## src/rtl/core/mio_ram.sv

```systemverilog
// Generic single-write, single-read RAM with registered read data.
// No dependencies.
module mio_ram #(
  parameter int WIDTH = 16,
  parameter int DEPTH = 256
) (
  input  logic                     clk,
  input  logic                     we,
  input  logic [$clog2(DEPTH)-1:0] waddr,
  input  logic [WIDTH-1:0]         wdata,
  input  logic [$clog2(DEPTH)-1:0] raddr,
  output logic [WIDTH-1:0]         rdata
);

  logic [WIDTH-1:0] mem [DEPTH];

  // Write one entry, register one read
  always_ff @(posedge clk) begin
    if (we) begin
      mem[waddr] <= wdata;
    end
    rdata <= mem[raddr];
  end

endmodule

```

## config.mk

```make
export PLATFORM = sky130hd
export DESIGN_NAME = mio_ram
export DESIGN_NICKNAME = d
export VERILOG_FILES = /design/src/rtl/core/mio_ram.sv
export SDC_FILE = /design/constraint.sdc
export NUM_CORES = 2
export LEC_CHECK = 0
export BUFFER_PORTS_ARGS = -buffer_cell sky130_fd_sc_hd__buf_2
export CORE_MARGIN = 4
export CORE_UTILIZATION = 45
export CTS_BUF_LIST = sky130_fd_sc_hd__clkbuf_2
export CTS_CLUSTER_DIAMETER = 150
export CTS_CLUSTER_SIZE = 16
export DETAILED_ROUTE_END_ITERATION = 6
export SLEW_MARGIN = 20
export SYNTH_ARGS = -nofsm -noshare
export SYNTH_HDL_FRONTEND = slang
export SYNTH_SLANG_ARGS = --single-unit
```

## constraint.sdc

```tcl
create_clock -name clk -period 2.2 [get_ports clk]
set_input_delay 0.22 -clock clk [delete_from_list [all_inputs] [get_ports clk]]
set_output_delay 0.22 -clock clk [all_outputs]
set_load 0.1 [all_outputs]
```

# Word-level counts from Yosys, hierarchy flattened
# Memory sizes are Yosys's and may differ from the RTL's. A register that Yosys moved wholly into a read port is not among the register bits.
# Cells that the tools add are included.
dict set report totals {
  inputBits 34
  reg_bits 0
  elab_cells 3
  n_memories 1
  output_inout_bits 16
  mem_bits_rw 4096
}
# memory depth word_bits read_ports rd_clocked_by_memory_dff write_ports line
set mem_list {}
lappend mem_list {mem 256 16 1 1 1 15} ;# logic [WIDTH-1:0] mem [DEPTH];
dict set report classes {
  n_mux 2
}
# op count
set op_table {}
lappend op_table {{$mux 1} 2}

# Longest topological paths before layout
dict set report depth {
  word_depth 2
  ltp_mapped 12
  ltp_nobuf 6
}

# Worst setup path after synthesis
# Ideal clock, no wire load.
dict set report synth_timing {
  path_kind {in2reg}
  start {input waddr[3]}
  end {memory mem[235][0], enable pin}
  setup_slack_ns -0.185
  path_buffers 3
  required_time_ns 1.812
  t_arrival_ns 1.997
  path_stages 6
  setup_ns 0.388
  cell_sequence {clkbuf_1 nor2b_1 clkbuf_1 nand4_1 clkbuf_1 nor2_1}
}
# item line
set synth_rtl {}
lappend synth_rtl {{start, declared} 9} ;# input logic [$clog2(DEPTH)-1:0] waddr,
lappend synth_rtl {{end, declared} 15}
# No word-level cell before the write port.

# Final worst setup path
dict set report layout_timing {
  start {register rdata[11] (read register of mem)}
  end {output rdata[11]}
}
# item line
set layout_rtl {}
lappend layout_rtl {{start, declared} 12} ;# output logic [WIDTH-1:0] rdata
# No word-level cell between the ends.

==> qor.yml <==
outcome:
  status: "finished with violations"
  violations: "negative setup slack"
cells_and_area:
  multi_input_area_um2: 33800
  stdcell_area_um2: 180000
  stdcell_count: 13122
  area_growth_pct: 13.3
  fill_cells: 27347
  layout-drive-gt1-share_pct: 30.6
  fin_nets: 8489
  seq_area_um2: 123000
synthesis:
  synth-warning-count: 0
  syn_area_per_cell_um2: 21.6
  synth_edf_count: 4096
  synth_area_leader_cell: "edfxtp_1"
  synth_commonest_cells: "edfxtp_1 (4096), mux4_2 (797), mux2i_1 (565)"
  synth_ff_type: "edfxtp_1"
  syn_area_um2: 159000
  synthArstFlopShare_pct: 0
  synth_cell_types: 52
  ys_seq_area_share_pct: 77.7
  synth.area.top_cells: "edfxtp_1 (77%), mux4_2 (11%), mux2i_1 (3.6%), o221ai_1 (1.4%), nor2_1 (0.72%)"
  synth_top_area_share_pct: 77.5
  synthCells: 7360
  yosysMostFrequentCell: "edfxtp_1"
  synth_nets: 7394
  synth-seq-cells: 4112
route:
  wire_per_inst_um: 33.3
  via_count: 80983
  drt-total-wl_um: 436000
  firstDrtPassIters: 6
  vias_per_cell: 6.17
  drt_iter0_markers: 10760
  remaining_drc_errors: 0
  drtAntennaViolNets: 0
min_path:
  whs_path_depth: 6
  hp-class: "in -> reg"
power:
  powerDensity_nw_per_um2: 693
  peakVddDrop_mv: 0.480
  finalPower_mw: 125
  pwr-share-seq_pct: 69.5
  cellLeakagePower_nw: 57.0
  p_sw_mw: 29.1
  p_int_mw: 95.4
  swShare_pct: 23.4
  comb_power_share_pct: 8.3
  clkPwrFrac_pct: 22.2
place:
  place_congestion: 0.887
  preCtsSetupSlack_ps: -1460
  dp_hpwl_um: 279000
  io_buffers: 49
  dp.cells: 12653
  post_dp_cell_area_um2: 175000
global_route:
  grt_max_degree: 133
  overflow: 0
  grt_pass1_vias: 80137
  antenna_found_initial: 22
  grt_pass1_wl_um: 619000
  grt_usage_pct: 23.8
setup_path:
  path_depth: 1
  worstPathCellList: "buf_12"
  critical_path.top_delay_family: "flip-flops"
  end_kind: "output pin"
  cp-start-kind: "flip-flop"
  arrival_ps: 2710
  critPathMaxStageDelay_ps: 490
  critical_path_peak_fanout: 1
  worstSetupPathType: "reg -> out"
  crit_required_ps: 1980
  cpMaxStageDelayCell: "dfxtp_4"
  path_buf_inv: 1
  reg2regPathDepth: 6
timing:
  slew_headroom_pct: 25.3
  fin_ws_ps: -735
  hold_slack_ps: 121
  period_minus_slack_ps: 2930
  setup_viol: 32
  finalMaxSlewViolations: 0
  hold_viol: 0
  fin_crit_sh_pct: 133
  clock.fmax_mhz: 341
  clock_skew_ps: 161
  tightest_slew_ps: 1120
  rsz0062_at_grt: "yes"
cts:
  post_cts_buffers: 0
  tritoncts: "done"
  cts.clk_slew.worst_paths_ps: 320
  clockBufferDepth: 4
  clkLatencyLatePin_ps: 2020
  htree_levels: 5
  numCtsBuffers: 295
  cts-root-buf: "clkbuf_2"
  cts_sinks: 4112
floorplanning:
  chipWidth_um: 602
  core_area_um2: 350000
  io-pin-count: 50
  die_height_um: 602
  initial_core_util_pct: 45.3
  die_area_um2: 362000
  fp-row-count: 217
flow_run:
  maxCapViolCount: 0
timing repair:
item,CTS,global route
hold buffers,112,2
endpoints found under the hold margin,8208,1
resized for setup,217,45
pin swaps,29,21
endpoints found under the setup margin,32,236
layer usage:
metal / vias up / part of all wire, % / GRT usage, %
li1: 33206 / - / -
met4: 12 / 2.7 / 5.53
met2: 3638 / 48 / 38.1
met3: 532 / 8.4 / 3.80
met1: 43595 / 41 / 34.6
met5: - / 0.017 / 0
worst reg2reg max path, cell delays in order, from the launching register on:
cell	delay (ps)
edfxtp_1	440
mux4_2	510
mux4_2	510
a22o_4	320
o32ai_2	210
buf_4	200
nor4_2	50
final timing paths:
kind                      from     endpoint  slack [ps]
setup / recovery     rdata[11]    rdata[11]        -730
hold reg to reg   mem[122][15]    rdata[15]        1110
setup reg to reg    mem[54][7]     rdata[7]        -220
hold / removal        waddr[3]  mem[173][3]         120
cell families after synthesis:
family,share of synthesized area [%]
AO/OA/AOI/OAI,3.54
buffers and inverters,1.69
multiplexers,15.5
flip-flops,77.7
AND/OR/NAND/NOR,1.57
flip-flops by register name, indices dropped and copies added (netlist names):
signal	count
mem	4096
rdata	16
per-stage QoR:
stage / util, % / TNS, ps
floorplan: - / -350160
global placement: 50.0 / -17190
detailed placement: 50.0 / -18000
CTS: 51.3 / -27520
global route: 51.3 / -16750
finish: 51.3 / -13960
cells in the final DEF (no fill, tap or decap), drive strengths merged, types with 5 or more instances in the layout:
cell type	n
and3	11
a31oi	6
mux2i	565
a21oi	175
o31ai	16
mux4	797
edfxtp	4096
nor3	92
a211oi	18
nor4	18
o21ai	38
nand4	26
dlygate4sd3	97
nand2	38
o22ai	148
clkbuf	330
a22oi	43
nor2b	9
o221ai	253
dfxtp	16
or2	5
o32ai	21
diode	15
a22o	32
a2111oi	6
nand3	35
buf	1150
inv	11
mux2	88
nor2	304
bufinv	9
a221oi	28
power by group through the flow:
stage	combinational [mW]	clock [mW]	sequential [mW]
floorplan	4.26	0	88.5
global placement	9.49	0	88.2
detailed placement	9.63	0	88.2
CTS	10.3	28.5	86.5
global route	10.8	31.4	86.6
finish	10.3	27.7	86.5
cell type report:
| class | instances | area share (%) |
|---|---|---|
| multi-input cells | 2792 | 18.8 |
| repair buffers | 1250 | 8.20 |
| clock buffers | 329 | 0.916 |
| flip-flops and latches | 4112 | 68.6 |
| clock inverters | 21 | 0.192 |
| inverters | 4 | 0.0153 |
| diodes | 15 | 0.0209 |
| well taps | 4599 | 3.20 |
No activity file was read; power rests on OpenSTA's default activity.
