===== src/rtl/core/mio_pkg.sv =====
// Shared constants, types and RAM request struct for the interval overlap unit.
// No dependencies; mio_sort, mio_sweep, the top level and the checker import this package.
package mio_pkg;

  // Store capacity and time width
  localparam int MAX_INTERVALS = 256;
  localparam int TIME_BITS     = 16;

  // Fixed port widths
  localparam int IN_BITS   = 16;
  localparam int PEAK_BITS = 9;

  // Derived widths: address into the store, and a count that can hold the capacity
  localparam int IDX_BITS = (MAX_INTERVALS > 1) ? $clog2(MAX_INTERVALS) : 1;
  localparam int CNT_BITS = $clog2(MAX_INTERVALS + 1);

  typedef logic [TIME_BITS-1:0] time_t;
  typedef logic [IDX_BITS-1:0]  idx_t;
  typedef logic [CNT_BITS-1:0]  cnt_t;

  // One write port and one read port of a store
  typedef struct packed {
    logic  we;
    idx_t  waddr;
    time_t wdata;
    idx_t  raddr;
  } ram_req_t;

endpackage


===== src/rtl/core/mio_sort.sv =====
// Insertion sort engine over one store, driven through a RAM request struct.
// Depends on mio_pkg; the top level steers its requests to either store.
module mio_sort import mio_pkg::*; (
  input  logic     clk,
  input  logic     rst,
  input  logic     go,
  input  cnt_t     n,
  input  time_t    rdata,
  output ram_req_t req,
  output logic     done
);

  localparam logic [1:0] SO_IDLE = 2'd0;
  localparam logic [1:0] SO_LDX  = 2'd1;
  localparam logic [1:0] SO_CMP  = 2'd2;
  localparam logic [1:0] SO_PUT  = 2'd3;

  localparam cnt_t ONE = cnt_t'(1);
  localparam cnt_t TWO = cnt_t'(2);

  logic [1:0] state, state_next;
  cnt_t       k, k_next;
  cnt_t       m, m_next;
  time_t      x, x_next;
  logic       done_next;

  cnt_t k_plus, k_minus1, m_minus1, m_minus2;

  assign k_plus   = k + ONE;
  assign k_minus1 = k - ONE;
  assign m_minus1 = m - ONE;
  assign m_minus2 = m - TWO;

  // Sequence one key pick-up, the shifts, and the final placement
  always_comb begin
    state_next = state;
    k_next     = k;
    m_next     = m;
    x_next     = x;
    done_next  = 1'b0;
    req.we     = 1'b0;
    req.waddr  = m[IDX_BITS-1:0];
    req.wdata  = x;
    req.raddr  = '0;
    unique case (state)
      SO_IDLE: begin
        if (go) begin
          if (n < TWO) begin
            done_next = 1'b1;
          end else begin
            k_next     = ONE;
            req.raddr  = ONE[IDX_BITS-1:0];
            state_next = SO_LDX;
          end
        end
      end
      SO_LDX: begin
        // pick up the key and look at its left neighbor
        x_next     = rdata;
        m_next     = k;
        req.raddr  = k_minus1[IDX_BITS-1:0];
        state_next = SO_CMP;
      end
      SO_CMP: begin
        if (rdata > x) begin
          // shift the larger entry right
          req.we    = 1'b1;
          req.waddr = m[IDX_BITS-1:0];
          req.wdata = rdata;
          m_next    = m_minus1;
          if (m == ONE) begin
            state_next = SO_PUT;
          end else begin
            req.raddr = m_minus2[IDX_BITS-1:0];
          end
        end else begin
          state_next = SO_PUT;
        end
      end
      SO_PUT: begin
        req.we = 1'b1;
        if (k_plus == n) begin
          done_next  = 1'b1;
          state_next = SO_IDLE;
        end else begin
          k_next     = k_plus;
          req.raddr  = k_plus[IDX_BITS-1:0];
          state_next = SO_LDX;
        end
      end
      default: begin
        state_next = SO_IDLE;
      end
    endcase
  end

  // Hold control state
  always_ff @(posedge clk) begin
    if (rst) begin
      state <= SO_IDLE;
      done  <= 1'b0;
    end else begin
      state <= state_next;
      done  <= done_next;
    end
    k <= k_next;
    m <= m_next;
    x <= x_next;
  end

endmodule


===== config.mk =====
export PLATFORM = sky130hd
export DESIGN_NAME = mio_sort
export DESIGN_NICKNAME = d
export VERILOG_FILES = /design/src/rtl/core/mio_pkg.sv /design/src/rtl/core/mio_sort.sv
export SDC_FILE = /design/constraint.sdc
export NUM_CORES = 1
export LEC_CHECK = 0
export BUFFER_PORTS_ARGS = -buffer_cell sky130_fd_sc_hd__buf_2
export CAP_MARGIN = 20
export CORE_MARGIN = 8
export CORE_UTILIZATION = 50
export CTS_BUF_LIST = sky130_fd_sc_hd__clkbuf_4
export DETAILED_ROUTE_END_ITERATION = 8
export GPL_TIMING_DRIVEN = 1
export PLACE_DENSITY = 0.76
export SYNTH_ARGS = -nofsm -noshare
export SYNTH_HDL_FRONTEND = slang
export SYNTH_SLANG_ARGS = --single-unit

===== constraint.sdc =====
create_clock -name clk -period 2.5 [get_ports clk]
set_input_delay 0.375 -clock clk [delete_from_list [all_inputs] [get_ports clk]]
set_output_delay 0.375 -clock clk [all_outputs]
set_load 0.01 [all_outputs]

== Yosys cells after proc, flatten, opt, wreduce, memory -nomap -nowiden ==
Cells that the tools add are included.

* Add/subtract/negate cells: 4
* Equality and inequality tests: 10
* Magnitude comparators: 2
* Reductions and logical operators: 6
* Muxes and demuxes: 24

{| class="wikitable"
|+ Operators by type and width
! cell !! count
|-
| 2-to-1 mux 9 bit || 4
|-
| case mux 9 bit (2 select lines) || 2
|-
| 2-to-1 mux 33 bit || 1
|-
| case mux 8 bit (4 select lines) || 1
|-
| 2-to-1 mux 24 bit || 1
|-
| greater-than comparator 16 bit || 1
|-
| 2-to-1 mux 8 bit || 2
|-
| adder 9 x 1 -> 9 bit (second input constant) || 1
|-
| equality test 9 x 1 -> 1 bit (second input constant) || 1
|-
| equality test 9 bit || 1
|-
| less-than comparator 9 x 2 -> 1 bit (second input constant) || 1
|-
| subtractor 9 x 1 -> 9 bit (second input constant) || 1
|-
| 2-to-1 mux 2 bit || 4
|-
| != test 2 bit (second input constant) || 4
|-
| case mux 2 bit (4 select lines) || 1
|-
| subtractor 8 x 1 -> 8 bit (second input constant) || 1
|-
| subtractor 8 x 2 -> 8 bit (second input constant) || 1
|-
| 2-to-1 mux 1 bit || 6
|-
| equality test 2 bit (second input constant) || 2
|-
| case mux 1 bit (2 select lines) || 2
|-
| AND reduction 4 bit || 1
|-
| nonzero test 2 bit || 2
|-
| != test 3 bit (second input constant) || 1
|-
| AND reduction 3 bit || 1
|-
| other kinds (3) || 3
|}

* Word-level logic and storage cells: 51
* Input bits: 28
* Register bits after elaboration: 37

== Depth between registers and ports, before layout ==
Gate-level depths: netlist of the first run.

* Depth after elaboration: 4
* Mapped depth: 10
* Mapped depth without buffers: 9

== Worst setup path after synthesis of the first run ==
Ideal clock, no wire load.

* Path kind: reg2out
* From: reg k[0]
* To: out req[2] (netlist name)
* Stages on the path, launching flop included: 11
* Buffers on the path: 1
* Data arrival time: 2,285 ps
* Data required time: 2,125 ps
* Path slack: -160 ps
* Path through: edfxtp_1 buf_2 inv_1 ha_1 xnor2_1 o211ai_1 a31oi_1 o21ai_0 o41a_1 a222oi_1 nor2_1

{| class="wikitable"
|+ RTL lines
! what !! line !! source
|-
| start: declaration || mio_sort.sv:22 || <nowiki>cnt_t k, k_next;</nowiki>
|-
| start signal: assignment || mio_sort.sv:106 || <nowiki>k <= k_next;</nowiki>
|-
| end: declaration || mio_sort.sv:9 || <nowiki>output ram_req_t req,</nowiki>
|}

==> impl_metrics.ini, run 1 <==
[floorplanning]
fp.dieArea_um2 = 8780
die_w_um = 93.7
start_util_pct = 51.3
die_h_um = 93.7
io_pins = 62
core-area_um2 = 5890
fp-row-count = 28

[power_and_ir_drop]
swShare_pct = 44.6
leakage_nw = 1.86
p_clk_share_pct = 9.2
p_int_w = 0.00280
seq_power_share_pct = 24.6
vdd_drop_max_uv = 921
switching_power_w = 0.00225
combPwrFrac_pct = 66.1
p_per_area_nw_per_um2 = 1160

[clocking]
clk_pin_slew_worst_paths_ns = 0.16
clk_latency_ns = 0.37
cts_sinks = 37
tritoncts = built
cts_buffers = 5
ctsHtreeMaxLevel = 2
cts_buffer_depth = 2
ctsRootBufferMaster = clkbuf_4

[worst_setup_path]
end_kind = output pin
startpoint_type = flip-flop
r2r_cells = 9
worstReg2RegEnd = m[1]
critical_path_arrival_ns = 2.86
reg2reg_setup_slack_ns = -0.05
critPathMaxFanout = 4
timing.rr.start = x[13]
crit_required_ns = 2.12
crit_type = flip-flop to output pin

[timing]
layout_setup_ws_ns = -0.732
max_slew.worst_pin.slew_ns = 0.613
max_freq_mhz = 309
min_period_over_period_pct = 129
grt_setup_unrepaired = yes
slew_violations = 0
hold_violations = 0
timing.slew.headroom_pct = 59.1
finalCriticalPeriod_ns = 3.23
finClkSkew_ns = 0.0346
setup_viol = 40
whs_ns = 0.203

[job]
maxCapViolCount = 0

[finish]
area_growth_pct = 43.9
drive_above_1_share_pct = 44.4
finish.utilization_pct = 73.8
antennaDiodeCount = 0
fin_cells = 539
final_nets = 518

[logic_synthesis]
async_reset_ff_share_pct = 0
ys.flop_type = edfxtp_1
synthAdderAreaFrac_pct = 11.2
synth_area_um2 = 3020
yosys.area_share.simple_pct = 18.7
muxShareOfSynthArea_pct = 1.04
yosysSeqAreaShare_pct = 35.8
synthXorXnorAreaFrac_pct = 10.3
syn_area_per_cell_um2 = 8.77
synth_edf_count = 34
synth_compound_area_share_pct = 14.7
yosys.cell_types.count = 45
synth_top_family_by_area = simple AND/OR/NAND/NOR gates
synth_seq_cells = 37
synth_warnings = 0
syn-num-nets = 399
synthCells = 344

[global_routing]
antenna_found_initial = 0
grt_overflow_total = 0
grt_max_degree = 20
use_met3_pct = 4.80
grt_pass1_vias = 3210
grtUsageMet1_pct = 25.3
grtUsageTotal_pct = 22.0
top_usage_layer = met2
met2_usage_pct = 36.8
grt_pass1_wl_mm = 15.4

[min_path]
whs_endpoint = x[10]
hold_class = primary input to flip-flop
holdPathStages = 1
min_from = rdata[10]

[place]
gp_congestion = 0.860
io_buffers = 61
dp_hpwl_mm = 6.38
place_ws_ns = -0.397
dp.cells = 515

[status]
status = finished, violations left
violations = negative setup slack

[detailed_routing]
wl_per_cell_um = 19.1
dr_total_vias = 3172
drcViolationCount = 0
first_pass_iters = 4
vias_per_cell = 5.88
drtIter0Drc = 236
ant_nets = 0
drt-total-wl_mm = 10.3
## repair_timing
action | in CTS | in global routing
setup endpoints to repair | 25 | 45
resized for setup | 71 | 15
gates cloned | 3 | 1
setup buffers | 11 | 3
hold buffers | 0 | 0
pin swaps | 22 | 15
## critical path: stages, from the launching register on
cell      delay, ns
edfxtp_1       0.37
inv_2          0.07
ha_4           0.29
nand4_1        0.22
a2111o_1       0.50
a31oi_4        0.28
o31a_1         0.22
buf_4          0.14
a21oi_2        0.06
a22oi_2        0.19
buf_2          0.16
## registers in the layout, summed over array words and instances (netlist names)
signal  cells
done        1
k           9
m           9
state       2
x          16
## layer usage
metal | wire (um) | up-vias | share of wire (%)
met2 | 4920 | 159 | 48
met4 | 512 | 0 | 5.0
met1 | 4130 | 1514 | 40
met5 | 0 | - | 0
li1 | - | 1447 | -
met3 | 742 | 52 | 7.2
## power groups by stage
stage | Sequential [W] | Combinational (W) | Clock, W
finish | 0.00124 | 0.00334 | 0.000467
global route | 0.00127 | 0.00356 | 0.000482
CTS | 0.00122 | 0.00305 | 0.000450
detailed placement | 0.00123 | 0.00270 | 0
global placement | 0.00122 | 0.00262 | 0
floorplan | 0.00116 | 0.00176 | 0
## cell families after synthesis
| kind of cell | after synthesis |
|---|---|
| AOI/OAI and AO/OA | 71 |
| xor gates and xnor gates | 34 |
| adders and majority gates | 27 |
| buffers and inverters | 54 |
| DFF | 37 |
| muxes | 3 |
| and+or+nand+nor | 118 |
## through the flow
stage	TNS, ns	instance area (um^2)	total power [W]
6_report	-15.16	4340	0.00506
5_1_grt	-19.96	4340	0.00531
4_1_cts	-11.87	4260	0.00473
3_5_place_dp	-6.69	3790	0.00393
3_3_place_gp	-3.65	3790	0.00384
2_1_floorplan	-0.0272	3060	0.00292
## layout by cell type, fill, tap and decap left out, drive strengths merged, types with 2 or more instances in the layout
| master | count |
|---|---|
| a21oi | 26 |
| a22oi | 6 |
| a31oi | 5 |
| and2 | 8 |
| and3 | 3 |
| buf | 138 |
| clkbuf | 7 |
| dfxtp | 3 |
| edfxtp | 34 |
| ha | 27 |
| inv | 26 |
| mux2i | 2 |
| nand2 | 44 |
| nand2b | 3 |
| nand3 | 11 |
| nand4 | 5 |
| nor2 | 21 |
| nor2b | 2 |
| nor3 | 8 |
| nor4 | 5 |
| o211ai | 3 |
| o21a | 2 |
| o21ai | 20 |
| o31a | 3 |
| or2 | 2 |
| xnor2 | 17 |
| xor2 | 16 |
## layout make-up
| cell class | count | area (um^2) |
|---|---|---|
| Inverter | 26 | 103 |
| Tap cell | 75 | 93.8 |
| Timing Repair Buffer | 139 | 1020 |
| Fill cell | 401 | 1540 |
| Multi-Input combinational cell | 254 | 1960 |
| Clock buffer | 6 | 45.0 |
| Sequential cell | 37 | 1080 |
| Clock inverter | 2 | 38.8 |
## worst max-delay path by stage
stage,startpoint,endpoint,cells past startpoint
finish,x[13],req[0],10
global route,x[13],req[2],11
CTS,k[1],req[1],12
detailed placement,rdata[1],req[0],10
global placement,rdata[1],req[0],10
floorplan,k[0],req[2],9
## Yosys cell counts, types with 3 or more instances
cell | count | share of area, %
nand2_1 | 44 | 5.5
edfxtp_1 | 34 | 34
ha_1 | 27 | 11
a21oi_1 | 26 | 4.3
inv_1 | 26 | 3.2
nor2_1 | 21 | 2.6
o21ai_0 | 20 | 3.3
xnor2_1 | 17 | 4.9
xor2_1 | 16 | 4.6
nand3_1 | 11 | 1.8
clkbuf_1 | 10 | 1.2
buf_2 | 9 | 1.5
buf_4 | 9 | 2.2
and2_1 | 8 | 1.7
nor3_1 | 8 | 1.3
a22oi_1 | 6 | 1.5
nand4_1 | 5 | 1.0
nor4_1 | 5 | 1.0
a31oi_1 | 3 | 0.62
and3_1 | 3 | 0.62
dfxtp_1 | 3 | 2.0
nand2b_1 | 3 | 0.62
(Power assumes the default switching activity.)
==> run 2: changes to the inputs <==
--- a/config.mk
+++ b/config.mk
@@ -5,6 +5,7 @@
 export SDC_FILE = /design/constraint.sdc
 export NUM_CORES = 1
 export LEC_CHECK = 0
+export ABC_AREA = 1
 export BUFFER_PORTS_ARGS = -buffer_cell sky130_fd_sc_hd__buf_2
 export CAP_MARGIN = 20
 export CORE_MARGIN = 8
@@ -12,7 +13,7 @@
 export CTS_BUF_LIST = sky130_fd_sc_hd__clkbuf_4
 export DETAILED_ROUTE_END_ITERATION = 8
 export GPL_TIMING_DRIVEN = 1
-export PLACE_DENSITY = 0.76
+export PLACE_DENSITY = 0.75
 export SYNTH_ARGS = -nofsm -noshare
 export SYNTH_HDL_FRONTEND = slang
 export SYNTH_SLANG_ARGS = --single-unit
==> run 2 against run 1 <==
- the flow still finishes with violations (negative setup slack)
- core utilization fell by 3.3 points
- synthesized area increased by 3.1%
- sequential power rose by 3%
- final area is 3.3% lower
- combinational power is 16% lower
- clock skew down 0.014 ns
- die area rose by 2.5%
- largest power group unchanged
==> impl_metrics.ini, run 2 <==
[min_path]
hold_class = primary input to flip-flop
holdPathStages = 2

[worst_setup_path]
path_buf_inv = 4
cpMostUsedCell = nand2_2
crit_required_ns = 2.12
cp_slowest_stage_delay_ns = 0.34
end_kind = output pin
crit_cells = 15
critPathMaxFanout = 6
cp_top_family = simple AND/OR/NAND/NOR gates
startpoint_type = flip-flop
crit_type = flip-flop to output pin
crit_path_top_delay_cell = edfxtp_1
r2r_cells = 15
critical_path_arrival_ns = 2.56
crit_path_cell_trace = inv_1, ha_4, nand2_4, nor2_2, nor2_1, nand2_1, nand2_2, nand2_2, nand2_2, nor2_4, buf_6, buf_16, nand2_2, o21ai_1, buf_2

[clocking]
tritoncts = built
clk_latency_ns = 0.36
hold_buffers = 0
clk_pin_slew_worst_paths_ns = 0.12
ctsHtreeMaxLevel = 2
cts_sinks = 37
cts_buffers = 5
ctsRootBufferMaster = clkbuf_4
cts_buffer_depth = 2

[finish]
mostFrequentLayoutCell = nand2_1
reg_top3 = x x16, k x9, m x9
antennaDiodeCount = 0
largest_reg_flops = 16
final_nets = 553
area_growth_pct = 35.0
drive_above_1_share_pct = 41.3
top_register = x
finish.utilization_pct = 70.5
fin_cells = 574
final_cell_mix = 77 x nand2_1, 59 x buf_2, 44 x inv_1

[detailed_routing]
wl_per_cell_um = 16.7
vias_per_cell = 5.50
first_pass_iters = 5
dr_total_vias = 3155
ant_nets = 0
drt-total-wl_mm = 9.60
drcViolationCount = 0
drtIter0Drc = 154

[floorplanning]
fp-row-count = 28
core-area_um2 = 5960
fp.dieArea_um2 = 9000
start_util_pct = 52.2
die_w_um = 94.9
io_pins = 62
die_h_um = 94.9

[logic_synthesis]
yosysTopAreaCellShare_pct = 32.8
yosysSeqAreaShare_pct = 34.8
synth_edf_count = 34
synth.largest_area_cell = edfxtp_1
ys.flop_type = edfxtp_1
synth.most_common_cell = nand2_1
synth_area_um2 = 3110
synth_seq_cells = 37
synth_common_cells = 105 x nand2_1, 60 x inv_1, 41 x nor2_1
yosys.cell_types.count = 34
async_reset_ff_share_pct = 0
synthTopCellsByArea = edfxtp_1 33%, nand2_1 13%, ha_1 11%
syn_area_per_cell_um2 = 7.42
syn-num-nets = 474
synthCells = 419
synth_warnings = 0

[timing]
grt_setup_unrepaired = yes
fin_setup_tns_ns = -6.40
whs_ns = 0.194
slew_violations = 0
layout_setup_ws_ns = -0.431
hold_violations = 0
max_slew.worst_pin.slew_ns = 0.603
finClkSkew_ns = 0.0207
timing.slew.headroom_pct = 59.4
setup_viol = 25
finalCriticalPeriod_ns = 2.93
max_freq_mhz = 341
min_period_over_period_pct = 117

[status]
status = finished, violations left
violations = negative setup slack

[power_and_ir_drop]
vdd_drop_max_uv = 694
finalPower_w = 0.00463
leakage_nw = 1.98
p_per_area_nw_per_um2 = 1100

[global_routing]
grt_max_degree = 19
grt_pass1_vias = 3064
grt_pass1_wl_mm = 13.9
grt_overflow_total = 0
grtUsageTotal_pct = 19.3
antenna_found_initial = 0

[place]
io_buffers = 61
dp_hpwl_mm = 6.08
gp_congestion = 0.866
dp.cells = 550

[job]
maxCapViolCount = 0
## run 2: where the power goes
group | switching, W | internal, W
combinational | 0.00167 | 0.00115
clock | 0.000217 | 0.000310
sequential | 0.000263 | 0.00102
total | 0.00215 | 0.00248
## run 2: kinds of logic after synthesis
group	after synthesis	share of synthesized area (%)
simple gates	198	29.1
buf+inv	80	11.1
compound gates	69	11.9
flops	37	34.8
fa+ha+maj	27	10.9
xor+xnor	8	2.25
## run 2: path summary, 6_finish.rpt
kind / slack [ns] / from / endpoint
worst max-delay path: -0.43 / x[6] / req[17]
worst min-delay path: 0.19 / rst / state[0]
worst max register to register: 0.25 / k[1] / k[6]
worst min register to register: 0.54 / state[0] / state[0]
## run 2: routing by layer
layer | global-route usage, % | share of wire [%]
met1 | 21.9 | 39
met2 | 35.0 | 52
met3 | 3.81 | 5.9
met4 | 6.89 | 2.9
met5 | 0 | 0
## run 2: final cells by class
cell class                      count  area (um^2)
Timing Repair Buffer               88          602
Clock buffer                        5         37.5
Sequential cell                    37         1080
Fill cell                         443         1760
Multi-Input combinational cell    302         2080
Clock inverter                      3         65.1
Tap cell                           75         93.8
Inverter                           64          240
## run 2: worst reg2reg max path, stage by stage (launching register included)
cell	delay, ns
edfxtp_1	0.45
ha_2	0.24
nand2_2	0.09
nor2_4	0.15
nand3_1	0.11
nand2_1	0.11
nand2_1	0.06
nand2_1	0.06
nand2_2	0.07
nor2_4	0.09
nand2_4	0.10
inv_2	0.08
nand2_2	0.06
o211ai_1	0.10
inv_1	0.09
buf_12	0.15
## run 2: what timing repair did
item / 4_1_cts / 5_1_grt
pin swaps: 17 / 13
gates cloned: 2 / 1
endpoints found under the setup margin: 25 / 25
buffers inserted: 9 / 6
resized for setup: 77 / 44
## run 2: stage by stage
stage,instance area (um^2),worst slack [ns]
2_1_floorplan,3110,0.192
3_3_place_gp,3510,0.133
3_5_place_dp,3510,0.0417
4_1_cts,3980,-0.194
5_1_grt,4200,-0.532
6_report,4200,-0.431
