<file path="config.mk">
export PLATFORM = sky130hd
export DESIGN_NAME = mio_sweep
export DESIGN_NICKNAME = d
export VERILOG_FILES = /design/src/rtl/core/mio_pkg.sv /design/src/rtl/core/mio_sweep.sv
export SDC_FILE = /design/constraint.sdc
export NUM_CORES = 1
export LEC_CHECK = 0
export BUFFER_PORTS_ARGS = -buffer_cell sky130_fd_sc_hd__buf_2
export CAP_MARGIN = 15
export CORE_ASPECT_RATIO = 0.8
export CORE_UTILIZATION = 45
export CTS_CLUSTER_DIAMETER = 60
export DETAILED_ROUTE_END_ITERATION = 10
export GPL_TIMING_DRIVEN = 0
export PLACE_DENSITY = 0.68
export SYNTH_ARGS = -nofsm -noshare
export SYNTH_HDL_FRONTEND = slang
export SYNTH_SLANG_ARGS = --single-unit
</file>
<file path="constraint.sdc">
create_clock -name clk -period 4.8 [get_ports clk]
set_clock_uncertainty 0.2 [all_clocks]
set_input_delay 0.48 -clock clk [delete_from_list [all_inputs] [get_ports clk]]
set_output_delay 0.48 -clock clk [all_outputs]
set_load 0.01 [all_outputs]
</file>
<file path="src/rtl/core/mio_pkg.sv">
// Shared constants, types and RAM request struct for the interval overlap unit.
// No dependencies; mio_sort, mio_sweep, the top level and the checker import this package.
package mio_pkg;

  // Store capacity and time width
  localparam int MAX_INTERVALS = 256;
  localparam int TIME_BITS     = 16;

  // Fixed port widths
  localparam int IN_BITS   = 16;
  localparam int PEAK_BITS = 9;

  // Derived widths: address into the store, and a count that can hold the capacity
  localparam int IDX_BITS = (MAX_INTERVALS > 1) ? $clog2(MAX_INTERVALS) : 1;
  localparam int CNT_BITS = $clog2(MAX_INTERVALS + 1);

  typedef logic [TIME_BITS-1:0] time_t;
  typedef logic [IDX_BITS-1:0]  idx_t;
  typedef logic [CNT_BITS-1:0]  cnt_t;

  // One write port and one read port of a store
  typedef struct packed {
    logic  we;
    idx_t  waddr;
    time_t wdata;
    idx_t  raddr;
  } ram_req_t;

endpackage

</file>
<file path="src/rtl/core/mio_sweep.sv">
// Merge walk over the sorted arrival and departure stores; tracks the peak count.
// Depends on mio_pkg; reads both stores through their read ports.
module mio_sweep import mio_pkg::*; (
  input  logic  clk,
  input  logic  rst,
  input  logic  go,
  input  cnt_t  n,
  input  logic  tie_rule,
  input  time_t a_data,
  input  time_t d_data,
  output idx_t  a_raddr,
  output idx_t  d_raddr,
  output logic  done,
  output cnt_t  best
);

  localparam logic SW_IDLE = 1'b0;
  localparam logic SW_EVAL = 1'b1;

  localparam cnt_t ONE = cnt_t'(1);

  typedef logic signed [CNT_BITS:0] run_t;

  logic state, state_next;
  cnt_t i, i_next;
  cnt_t j, j_next;
  run_t cur, cur_next;
  cnt_t best_next;
  logic done_next;

  logic take;
  run_t cur_inc;

  assign cur_inc = cur + run_t'(1);

  // Arrival goes first unless a departure is earlier, or equal under the rooms rule
  always_comb begin
    if (j >= n) begin
      take = 1'b1;
    end else if (tie_rule) begin
      take = a_data < d_data;
    end else begin
      take = a_data <= d_data;
    end
  end

  // Step one event per cycle, reading ahead at the next indices
  always_comb begin
    state_next = state;
    i_next     = i;
    j_next     = j;
    cur_next   = cur;
    best_next  = best;
    done_next  = 1'b0;
    unique case (state)
      SW_IDLE: begin
        if (go) begin
          i_next    = '0;
          j_next    = '0;
          cur_next  = '0;
          best_next = '0;
          if (n == '0) begin
            done_next = 1'b1;
          end else begin
            state_next = SW_EVAL;
          end
        end
      end
      SW_EVAL: begin
        if (take) begin
          i_next   = i + ONE;
          cur_next = cur_inc;
          if (cur_inc > $signed({1'b0, best})) begin
            best_next = cur_inc[CNT_BITS-1:0];
          end
          if (i_next == n) begin
            done_next  = 1'b1;
            state_next = SW_IDLE;
          end
        end else begin
          j_next   = j + ONE;
          cur_next = cur - run_t'(1);
        end
      end
      default: begin
        state_next = SW_IDLE;
      end
    endcase
  end

  assign a_raddr = (state == SW_EVAL) ? i_next[IDX_BITS-1:0] : '0;
  assign d_raddr = (state == SW_EVAL) ? j_next[IDX_BITS-1:0] : '0;

  // Hold walk state
  always_ff @(posedge clk) begin
    if (rst) begin
      state <= SW_IDLE;
      done  <= 1'b0;
    end else begin
      state <= state_next;
      done  <= done_next;
    end
    i    <= i_next;
    j    <= j_next;
    cur  <= cur_next;
    best <= best_next;
  end

endmodule

</file>
== Word-level counts from Yosys, hierarchy flattened ==
Index checks and enable logic that the tools add are counted.

* $add $sub $neg: 4
* Order comparisons: 4
* Equality and inequality tests: 5
* Mux-type cells: 27
* Bitwise gates (word level): 1
* Reduce and logical (&&, ||, !) cells: 4

{| class="wikitable"
|+ Operators by type and width
! kind !! number
|-
| two-way mux 9 bit || 7
|-
| case mux 9 bit (2 select lines) || 3
|-
| two-way mux 10 bit || 2
|-
| case mux 10 bit (2 select lines) || 1
|-
| adder 9 x 1 -> 9 bit, second input constant || 2
|-
| less-or-equal comparator 16 bit || 1
|-
| < comparator 16 bit || 1
|-
| two-way mux 8 bit || 2
|-
| adder 10 x 2 -> 10 bit, second input constant || 1
|-
| > comparator 10 bit || 1
|-
| two-way mux 1 bit || 10
|-
| subtractor 10 x 2 -> 10 bit, second input constant || 1
|-
| == test 9 bit || 1
|-
| >= comparator 9 bit || 1
|-
| logical NOT 9 bit || 1
|-
| != test 2 x 1 -> 1 bit, second input constant || 2
|-
| != test 2 bit, second input constant || 2
|-
| case mux 1 bit (2 select lines) || 2
|-
| AND reduction 2 bit || 2
|-
| AND reduction 3 bit || 1
|-
| NOT 1 bit || 1
|}

* Bits in registers: 39
* Input port bits: 45
* Output and inout bits: 26

== Longest topological paths before layout ==
Gate-level depths: netlist of the first run.

* Depth after elaboration: 6
* Gate-level depth with buffers: 10

== Worst setup path after synthesis of the first run ==
No wires, ideal clock.

* Path kind: input to output
* Start point: in d_data[14]
* End point: out d_raddr[3]
* Arrival: 2.362 ns
* Data required time: 4.120 ns
* Path slack: 1.758 ns
* Stages on the path: 8
* Cells stage by stage: inv_1 -> ha_1 -> nand4_1 -> or3_1 -> a21oi_1 -> o31ai_2 -> or3_1 -> o21ai_0

* Longest elaborated chain between the ends: 6

{| class="wikitable"
|+ Ends and longest elaborated chain
! item !! line !! source
|-
| start: declaration || mio_sweep.sv:10 || <nowiki>input time_t d_data,</nowiki>
|-
| less-or-equal comparator 16 bit or < comparator 16 bit (tied branches) || mio_sweep.sv:43, mio_sweep.sv:41 ||
|-
| two-way mux 1 bit * || mio_sweep.sv:40 || <nowiki>end else if (tie_rule) begin</nowiki>
|-
| two-way mux 1 bit * || mio_sweep.sv:38 || <nowiki>if (j >= n) begin</nowiki>
|-
| two-way mux 9 bit * || mio_sweep.sv:70 || <nowiki>if (take) begin</nowiki>
|-
| case mux 9 bit (2 select lines) * || mio_sweep.sv:55 || <nowiki>unique case (state)</nowiki>
|-
| two-way mux 8 bit * || mio_sweep.sv:92 || <nowiki>assign d_raddr = (state == SW_EVAL) ? j_next[IDX_BITS-1:0] : '0;</nowiki>
|-
| end: declaration || mio_sweep.sv:12 || <nowiki>output idx_t d_raddr,</nowiki>
|}

Mark *: on every way between the ends. The rest lies on a longest branch, timed or not. The select of a mux whose other input is x is not followed.

== Worst setup path in the final report of the first run ==
* Start point: in a_data[7]
* End point: out d_raddr[1]

* Longest elaborated chain between the ends: 6

{| class="wikitable"
|+ Ends and longest elaborated chain
! item !! line !! source
|-
| start: declaration || mio_sweep.sv:9 || <nowiki>input time_t a_data,</nowiki>
|-
| less-or-equal comparator 16 bit or < comparator 16 bit (tied branches) || mio_sweep.sv:43, mio_sweep.sv:41 ||
|-
| two-way mux 1 bit * || mio_sweep.sv:40 ||
|-
| two-way mux 1 bit * || mio_sweep.sv:38 ||
|-
| two-way mux 9 bit * || mio_sweep.sv:70 ||
|-
| case mux 9 bit (2 select lines) * || mio_sweep.sv:55 ||
|-
| two-way mux 8 bit * || mio_sweep.sv:92 ||
|}

Marked as above.

==> flow_summary.toml, run 1 <==
[pwr]
power_leakage_nw = 1.84
power_density_mw_per_mm2 = 245
vdd.ir_drop.worst_v = 0.000183
power_mw = 1.01

[clock_network]
cts_tree = "done"
htreeDepth = 2
cts.path.max_buffers = 2
numCtsBuffers = 5
clock-sinks = 39
cts.reportedPaths.clkPinSlew_ps = 80
root_buffer = "clkbuf_8"
postCtsSetupRepairBufs = 0
cts_hold_buf = 0
worstSkewPairLatency_ps = 290
cts_resized = 0

[detailed_routing]
routed_wl_um = 9570
wl_per_cell_um = 15.6
drt-pass1-iter-count = 5
via_per_inst = 5.70
ant_nets = 0
drtIter0Drc = 317
drc_errors = 0
vias = 3507

[worst_setup_path]
crit_arrival_ps = 3110
crit_required_ps = 4120
rr_startpoint = "cur[2]"
endpoint = "d_raddr[1]"
r2r_cells = 10
crit_path_end_kind = "output port"
path_max_fanout = 10
crit_path_start = "a_data[7]"
reg2reg_to = "best[7]"
r2r_setup_slack_ps = 1550
worstSetupStartpointType = "input pin"
criticalPathCategory = "in -> out"

[global_routing]
antenna_found_initial = 0
grt_use_met2_pct = 38.2
grt_pass1_wl_um = 15100
track_usage_pct = 23.7
met3_usage_pct = 3.53
use_met1_pct = 33.4
overflow = 0
grt_max_degree = 13
grt_pass1_vias = 3114
grt_busiest_layer = "met2"

[yosys]
synth_flop_cell = "edfxtp_1"
yosys.area.top_type = "edfxtp_1"
synth-seq-cells = 39
synth_top_area_share_pct = 17.9
synth-edff-count = 21
ys_top_cells_by_area = "edfxtp_1, ha_1, dfxtp_1"
syn-mean-instance-area_um2 = 8.17
ys_top_cells_by_count = "nand2_1, inv_1, ha_1"
synth.most_common_cell = "nand2_1"
synth-seq-area-share_pct = 28.1
yosys.cell_types.count = 55
async_reset_ff_share_pct = 0
syn_area_mm2 = 0.00353
ys_warn_count = 0
syn_nets = 515
synthCells = 432

[timing]
clock.fmax_mhz = 264
worst_hold_slack_ps = 158
worst_pin_slew_ps = 877
fin_ws_ps = 1010
setup_viol = 0
finalHoldViolations = 0
finalCriticalPeriod_ps = 3790
rsz0062_at_grt = "no"
relSlewSlack_pct = 41.2
post-route-period-util_pct = 79.0
drv_slew = 0
tns_ps = 0

[cells_and_area]
final_cells = 615
nets = 592
drive_above_1_share_pct = 18.8
n_antenna_cell = 0
area_growth_pct = 17.0

[place]
gp_congestion = 0.884
port_buffers = 70
dpl.cell_count = 607
place_ws_ps = 1030
dp_hpwl_um = 7260

[die]
rows = 28
start_util_pct = 47.1
die_area_mm2 = 0.00821
die_h_um = 81.2
ioPinCount = 71
coreArea_mm2 = 0.00750
fp.dieW_um = 101

[flow_run]
cap_violations = 0

[worst_hold_path]
hp-class = "in -> reg"

[run_status]
status = "complete, no violations"
[state kept, by name, summed over array words and instances (netlist names)]
signal,cells
best,9
cur,10
done,1
i,9
j,9
state,1
[metrics by stage]
step | util [%] | cell area, um^2
floorplan | - | 3530
global placement | 53.5 | 4010
detailed placement | 53.5 | 4010
CTS | 55.1 | 4130
global route | 55.1 | 4130
finish | 55.1 | 4130
[metal layers]
| metal | share of wire, % | up-vias |
|---|---|---|
| li1 | - | 1743 |
| met1 | 50 | 1629 |
| met2 | 42 | 126 |
| met3 | 6.7 | 9 |
| met4 | 1.1 | 0 |
| met5 | 0 | - |
[worst min-delay path by stage]
stage                     start  endpoint  slack [ps]  cells after the start
after floorplan            j[7]      j[7]         290                      2
after global placement     j[1]      j[1]         320                      2
after detailed placement   i[7]      i[7]         330                      2
after CTS                   rst      done         150                      2
after global routing        rst      done         170                      2
final                       rst      done         160                      2
[layout make-up]
type	instances	area, um^2
plain buffers	23	98.8
fillers	744	3370
clock inverters	2	35.0
well taps	105	131
inverters	42	158
clock buffers	6	82.6
repair buffers	70	350
flip-flops and latches	39	991
multi-input cells	328	2280
[critical path, stage by stage]
cell,delay (ps)
buf_2,100
ha_1,310
a21oi_1,170
o21ai_0,110
o2bb2ai_1,170
o31ai_2,780
nor2_2,240
buf_2,270
o21ai_0,290
buf_2,190
[report_power, final]
group          switching, mW  internal (mW)  total [mW]
Combinational          0.185          0.121       0.306
Clock                  0.125          0.168       0.293
Sequential            0.0264          0.385       0.411
Total                  0.336          0.674        1.01
[cell usage in the layout, fill, tap and decap left out, types with 5 or more instances in the layout]
cell type / n
nand2_1: 43
xor2_1: 8
o21ai_0: 21
clkbuf_1: 16
nor2b_1: 5
a2111o_1: 5
dfxtp_1: 18
nor3_1: 11
a21oi_1: 25
ha_1: 38
a21o_1: 8
and3_1: 6
nand3_1: 19
or3_1: 6
clkbuf_8: 6
nand4_1: 13
o211ai_1: 16
xnor2_1: 14
buf_2: 74
edfxtp_1: 21
and2_1: 9
a211oi_1: 8
inv_1: 41
nand2b_1: 10
nor2_1: 12
[logic make-up (layout without fill, tap and decap cells)]
group	count (synthesis)	in the layout	synth area share (%)
compound gates	115	115	22.8
xor+xnor	23	23	5.92
fa+ha+maj	38	38	13.5
buf+inv	65	143	7.26
flops	39	39	28.1
simple gates	152	152	22.5
No activity file was read; power rests on OpenSTA's default activity.
==> inputs of run 2 (changes only) <==
clock period = 3.5 ns   (was 4.8 ns; I/O delays follow)
==> flow_summary.toml, run 2 (same netlist as run 1, synthesis figures left out) <==
[run_status]
status = "complete, no violations"

[place]
post_dp_cell_area_mm2 = 0.00401
port_buffers = 70
gp_congestion = 0.884
dpl.cell_count = 607
dp_hpwl_um = 7260
place_ws_ps = -13.2

[cells_and_area]
nets = 591
max_flop_register = "cur"
n_antenna_cell = 0
largest_reg_flops = 10
drive_above_1_share_pct = 19.4
final_cells = 614
area_growth_pct = 17.5
fin_area_mm2 = 0.00415
final_cell_mix = "buf_2, nand2_1, inv_1, ha_1, a21oi_1"
regArea_um2 = 991
multiInputGateArea_mm2 = 0.00231
fillers = 746
final_common_cell = "buf_2"
utilization_pct = 55.4

[worst_setup_path]
reg2reg_to = "best[7]"
crit_arrival_ps = 2760
slowest_stage = "or3_1"
crit_path_end_kind = "output port"
rr_startpoint = "cur[0]"
crit_required_ps = 2950
path_max_fanout = 10
crit_top_cell = "buf_2"
r2r_cells = 9
critical-path-max-stage-delay_ps = 420
r2r_setup_slack_ps = 260
worstSetupStartpointType = "input pin"
criticalPathCategory = "in -> out"
cp_cell_sequence = "buf_2 -> inv_1 -> ha_1 -> nand4_1 -> or3_1 -> a21oi_1 -> o31ai_4 -> nor2_4 -> buf_2 -> o21ai_0 -> buf_2"

[global_routing]
antenna_found_initial = 0
overflow = 0
grt_max_degree = 13
track_usage_pct = 23.8
grt_pass1_vias = 3102
grt_pass1_wl_um = 15100

[clock_network]
cts.reportedPaths.clkPinSlew_ps = 80
numCtsBuffers = 5
clock-sinks = 39
htreeDepth = 2
cts_hold_buf = 0
worstSkewPairLatency_ps = 290
cts_tree = "done"
cts.path.max_buffers = 2
root_buffer = "clkbuf_8"
postCtsSetupRepairBufs = 0

[worst_hold_path]
whs_endpoint = "done"
holdPathStages = 2
hp-class = "in -> reg"
hold_start = "rst"

[detailed_routing]
via_per_inst = 5.74
ant_nets = 0
vias = 3523
wl_per_cell_um = 15.6
drt-pass1-iter-count = 5
routed_wl_um = 9560
drtIter0Drc = 294
drc_errors = 0

[pwr]
swShare_pct = 33.2
p_clk_share_pct = 28.9
p_comb_share_pct = 30.5
power_mw = 1.39
power_density_mw_per_mm2 = 334
power_switching_mw = 0.461
p_int_mw = 0.927
vdd.ir_drop.worst_v = 0.000250
seq_power_share_pct = 40.6
power_leakage_nw = 1.85

[die]
rows = 28
die_h_um = 81.2
start_util_pct = 47.1
coreArea_mm2 = 0.00750
ioPinCount = 71
fp.dieW_um = 101
die_area_mm2 = 0.00821

[timing]
fin_ws_ps = 187
tns_ps = 0
worst_hold_slack_ps = 30.5
worst_pin_slew_ps = 693
finalHoldViolations = 0
relSlewSlack_pct = 53.6
drv_slew = 0
setup_viol = 0
post-route-period-util_pct = 94.7
rsz0062_at_grt = "no"
finalCriticalPeriod_ps = 3310
clock.fmax_mhz = 302

[flow_run]
cap_violations = 0
## run 2: changes by cell type in the layout (fill, tap and decap cells not counted), sizes merged
cell	change
clkbuf	-1
## run 2: timing repair
action	CTS	global route
endpoints found under the hold margin	0	0
setup endpoints to repair	4	13
resized for setup	1	5
## run 2: how the worst max path moves through the flow
stage | start | to | slack, ps | depth (start not counted)
floorplan | cur[0] | best[0] | 620 | 10
global placement | a_data[7] | d_raddr[1] | 30 | 10
detailed placement | a_data[7] | d_raddr[1] | -10 | 10
CTS | j[0] | d_raddr[1] | 50 | 10
global route | d_data[14] | d_raddr[3] | 9 | 10
finish | d_data[14] | d_raddr[1] | 190 | 11
## run 2: worst max-delay path, delay by kind of cell
family	cells	cell delay (ps)
compound gates	3	710
simple gates	3	840
buf+inv	4	570
fa+ha+maj	1	290
## run 2: power by group through the flow
stage	registers [mW]	clock network, mW	logic (mW)
floorplan	0.570	0	0.279
global placement	0.572	0	0.404
detailed placement	0.574	0	0.414
CTS	0.563	0.412	0.419
global route	0.570	0.425	0.475
finish	0.564	0.400	0.423
## run 2: layout make-up
cell class | instances | area share [%]
multi-input combinational | 328 | 55.6
tap | 105 | 3.17
inverter | 42 | 3.80
timing repair buffer | 70 | 8.44
clock buffer | 6 | 1.99
clock inverter | 2 | 0.844
sequential | 39 | 23.9
buffer | 22 | 2.32
## run 2: layer usage
| layer | share of wire (%) | vias up | global-route usage [%] |
|---|---|---|---|
| met5 | 0 | - | 0 |
| met4 | 0.60 | 0 | 5.36 |
| met3 | 7.9 | 7 | 3.44 |
| met2 | 43 | 144 | 38.6 |
| met1 | 48 | 1624 | 33.4 |
| li1 | - | 1748 | - |
==> inputs of run 3 (changes only) <==
--- a/config.mk
+++ b/config.mk
@@ -9,3 +9,3 @@
 export CAP_MARGIN = 15
-export CORE_ASPECT_RATIO = 0.8
+export CORE_ASPECT_RATIO = 1.1
 export CORE_UTILIZATION = 45
==> constraint.sdc (replaced) <==
create_clock -name clk -period 3.5 [get_ports clk]
set_clock_uncertainty 0.2 [all_clocks]
set_input_delay 1.05 -clock clk [delete_from_list [all_inputs] [get_ports clk]]
set_output_delay 1.05 -clock clk [all_outputs]
set_load 0.01 [all_outputs]
==> flow_summary.toml, run 3 (same netlist as run 1, synthesis figures left out) <==
[run_status]
status = "finished, violations left"
violations = "setup timing"

[worst_setup_path]
path_max_fanout = 9
crit_family = "compound AO/OA/AOI/OAI gates"
slowest_stage = "or3_4"
crit_buf_inv = 4
cp_cell_sequence = "buf_4 -> inv_6 -> ha_4 -> nand4_1 -> or3_4 -> o21a_1 -> o31a_1 -> buf_6 -> a2111o_1 -> o21ai_2 -> buf_2"
critical-path-max-stage-delay_ps = 400
crit_required_ps = 2250
worstSetupStartpointType = "input pin"
crit_arrival_ps = 3140
crit_path_end_kind = "output port"
criticalPathCategory = "in -> out"

[cells_and_area]
final_cell_mix = "buf_2, nand2_1, buf_4, inv_1, a21oi_1"
max_flop_register = "cur"
final_common_cell = "buf_2"
nets = 619
n_antenna_cell = 0
fin_area_mm2 = 0.00496
largest_reg_flops = 10
area_growth_pct = 40.4
drive_above_1_share_pct = 35.9

[detailed_routing]
drtIter0Drc = 180
via_per_inst = 5.81
drt-pass1-iter-count = 5
wl_per_cell_um = 16.5
routed_wl_um = 10600
drc_errors = 0
ant_nets = 0
vias = 3728

[timing]
setup_viol = 16
finalHoldViolations = 0
post-route-period-util_pct = 125
worst_pin_slew_ps = 661
clock.fmax_mhz = 228
fin_ws_ps = -888
relSlewSlack_pct = 55.8
rsz0062_at_grt = "yes"
finalCriticalPeriod_ps = 4390
drv_slew = 0

[place]
gp_congestion = 0.889
port_buffers = 70
place_ws_ps = -1010
post_dp_cell_area_mm2 = 0.00430
dp_hpwl_um = 7470

[clock_network]
htreeDepth = 2
cts_tree = "done"
worstSkewPairLatency_ps = 300
cts.reportedPaths.clkPinSlew_ps = 80
numCtsBuffers = 5
root_buffer = "clkbuf_8"
cts.path.max_buffers = 2
cts_hold_buf = 0
clock-sinks = 39

[global_routing]
grt_pass1_vias = 3580
overflow = 0
track_usage_pct = 26.2
grt_max_degree = 13
antenna_found_initial = 0
grt_pass1_wl_um = 16700

[die]
coreArea_mm2 = 0.00751
start_util_pct = 47.0
fp.dieW_um = 86.5
die_h_um = 94.9
die_area_mm2 = 0.00821
rows = 33
ioPinCount = 71

[worst_hold_path]
hp-class = "reg -> reg"

[pwr]
power_density_mw_per_mm2 = 287
vdd.ir_drop.worst_v = 0.000197
power_leakage_nw = 2.06

[flow_run]
cap_violations = 0
==> run 3: cell types whose count changed in the layout (fill, tap and decap cells not counted), moves of 3 or more <==
cell     delta
inv_4       +7
or3_4       +3
buf_6      +17
buf_4      +30
o21ai_0    -15
buf_2      -20
ha_4       +17
a31o_4      +3
ha_1       -17
a31o_2      -3
or3_1       -3
inv_2       +5
o21ai_2    +13
inv_1      -16
==> run 3: per-stage QoR <==
| step | power (mW) | utilization [%] | std cells | TNS (ps) | hold WS (ps) |
|---|---|---|---|---|---|
| 2_1_floorplan | 0.876 | - | 432 | -6620 | 292 |
| 3_3_place_gp | 1.01 | 57.2 | 607 | -17160 | 325 |
| 3_5_place_dp | 1.03 | 57.2 | 607 | -17760 | 340 |
| 4_1_cts | 1.38 | 62.0 | 634 | -12160 | 353 |
| 5_1_grt | 1.50 | 66.0 | 642 | -13640 | 381 |
| 6_report | 1.42 | 66.0 | 642 | -12430 | 354 |
==> run 3: worst paths after layout <==
| path | startpoint | endpoint | slack, ps | depth (start not counted) |
|---|---|---|---|---|
| setup / recovery | d_data[14] | a_raddr[7] | -890 | 11 |
| setup reg to reg | cur[0] | best[7] | 370 | 10 |
| hold reg to reg | i[7] | i[7] | 350 | 2 |
| hold / removal | i[7] | i[7] | 350 | 2 |
==> run 3: layout make-up <==
class / instances / area, um^2
inverter: 42 / 210
clock inverter: 2 / 12.5
timing repair buffer: 99 / 686
fill: 645 / 2560
clock buffer: 6 / 72.6
buffer: 21 / 110
multi-input combinational: 328 / 2740
sequential: 39 / 991
tap: 105 / 131
==> run 3: metal layers <==
| metal | routed length (um) | vias up | share of wire [%] | GRT usage [%] |
|---|---|---|---|---|
| li1 | - | 1810 | - | - |
| met1 | 4350 | 1780 | 41 | 31.6 |
| met2 | 5530 | 120 | 52 | 47.0 |
| met3 | 566 | 18 | 5.3 | 5.24 |
| met4 | 167 | 0 | 1.6 | 7.78 |
| met5 | 0 | - | 0 | 0 |
==> run 3: power by group <==
group / internal [mW] / total (mW) / switching (mW)
logic: 0.240 / 0.539 / 0.299
clock network: 0.140 / 0.321 / 0.181
registers: 0.527 / 0.565 / 0.0376
total: 0.907 / 1.42 / 0.517
==> run 3: what timing repair did <==
action / CTS / global route
setup endpoints to repair: 16 / 25
buffers inserted: 21 / 12
gates resized for setup: 29 / 48
pin swaps: 11 / 22
==> run 3: worst min-delay path, stage by stage, from the launching register on <==
cell	delay, ps
dfxtp_1	360
nand2_1	70
o211ai_1	70
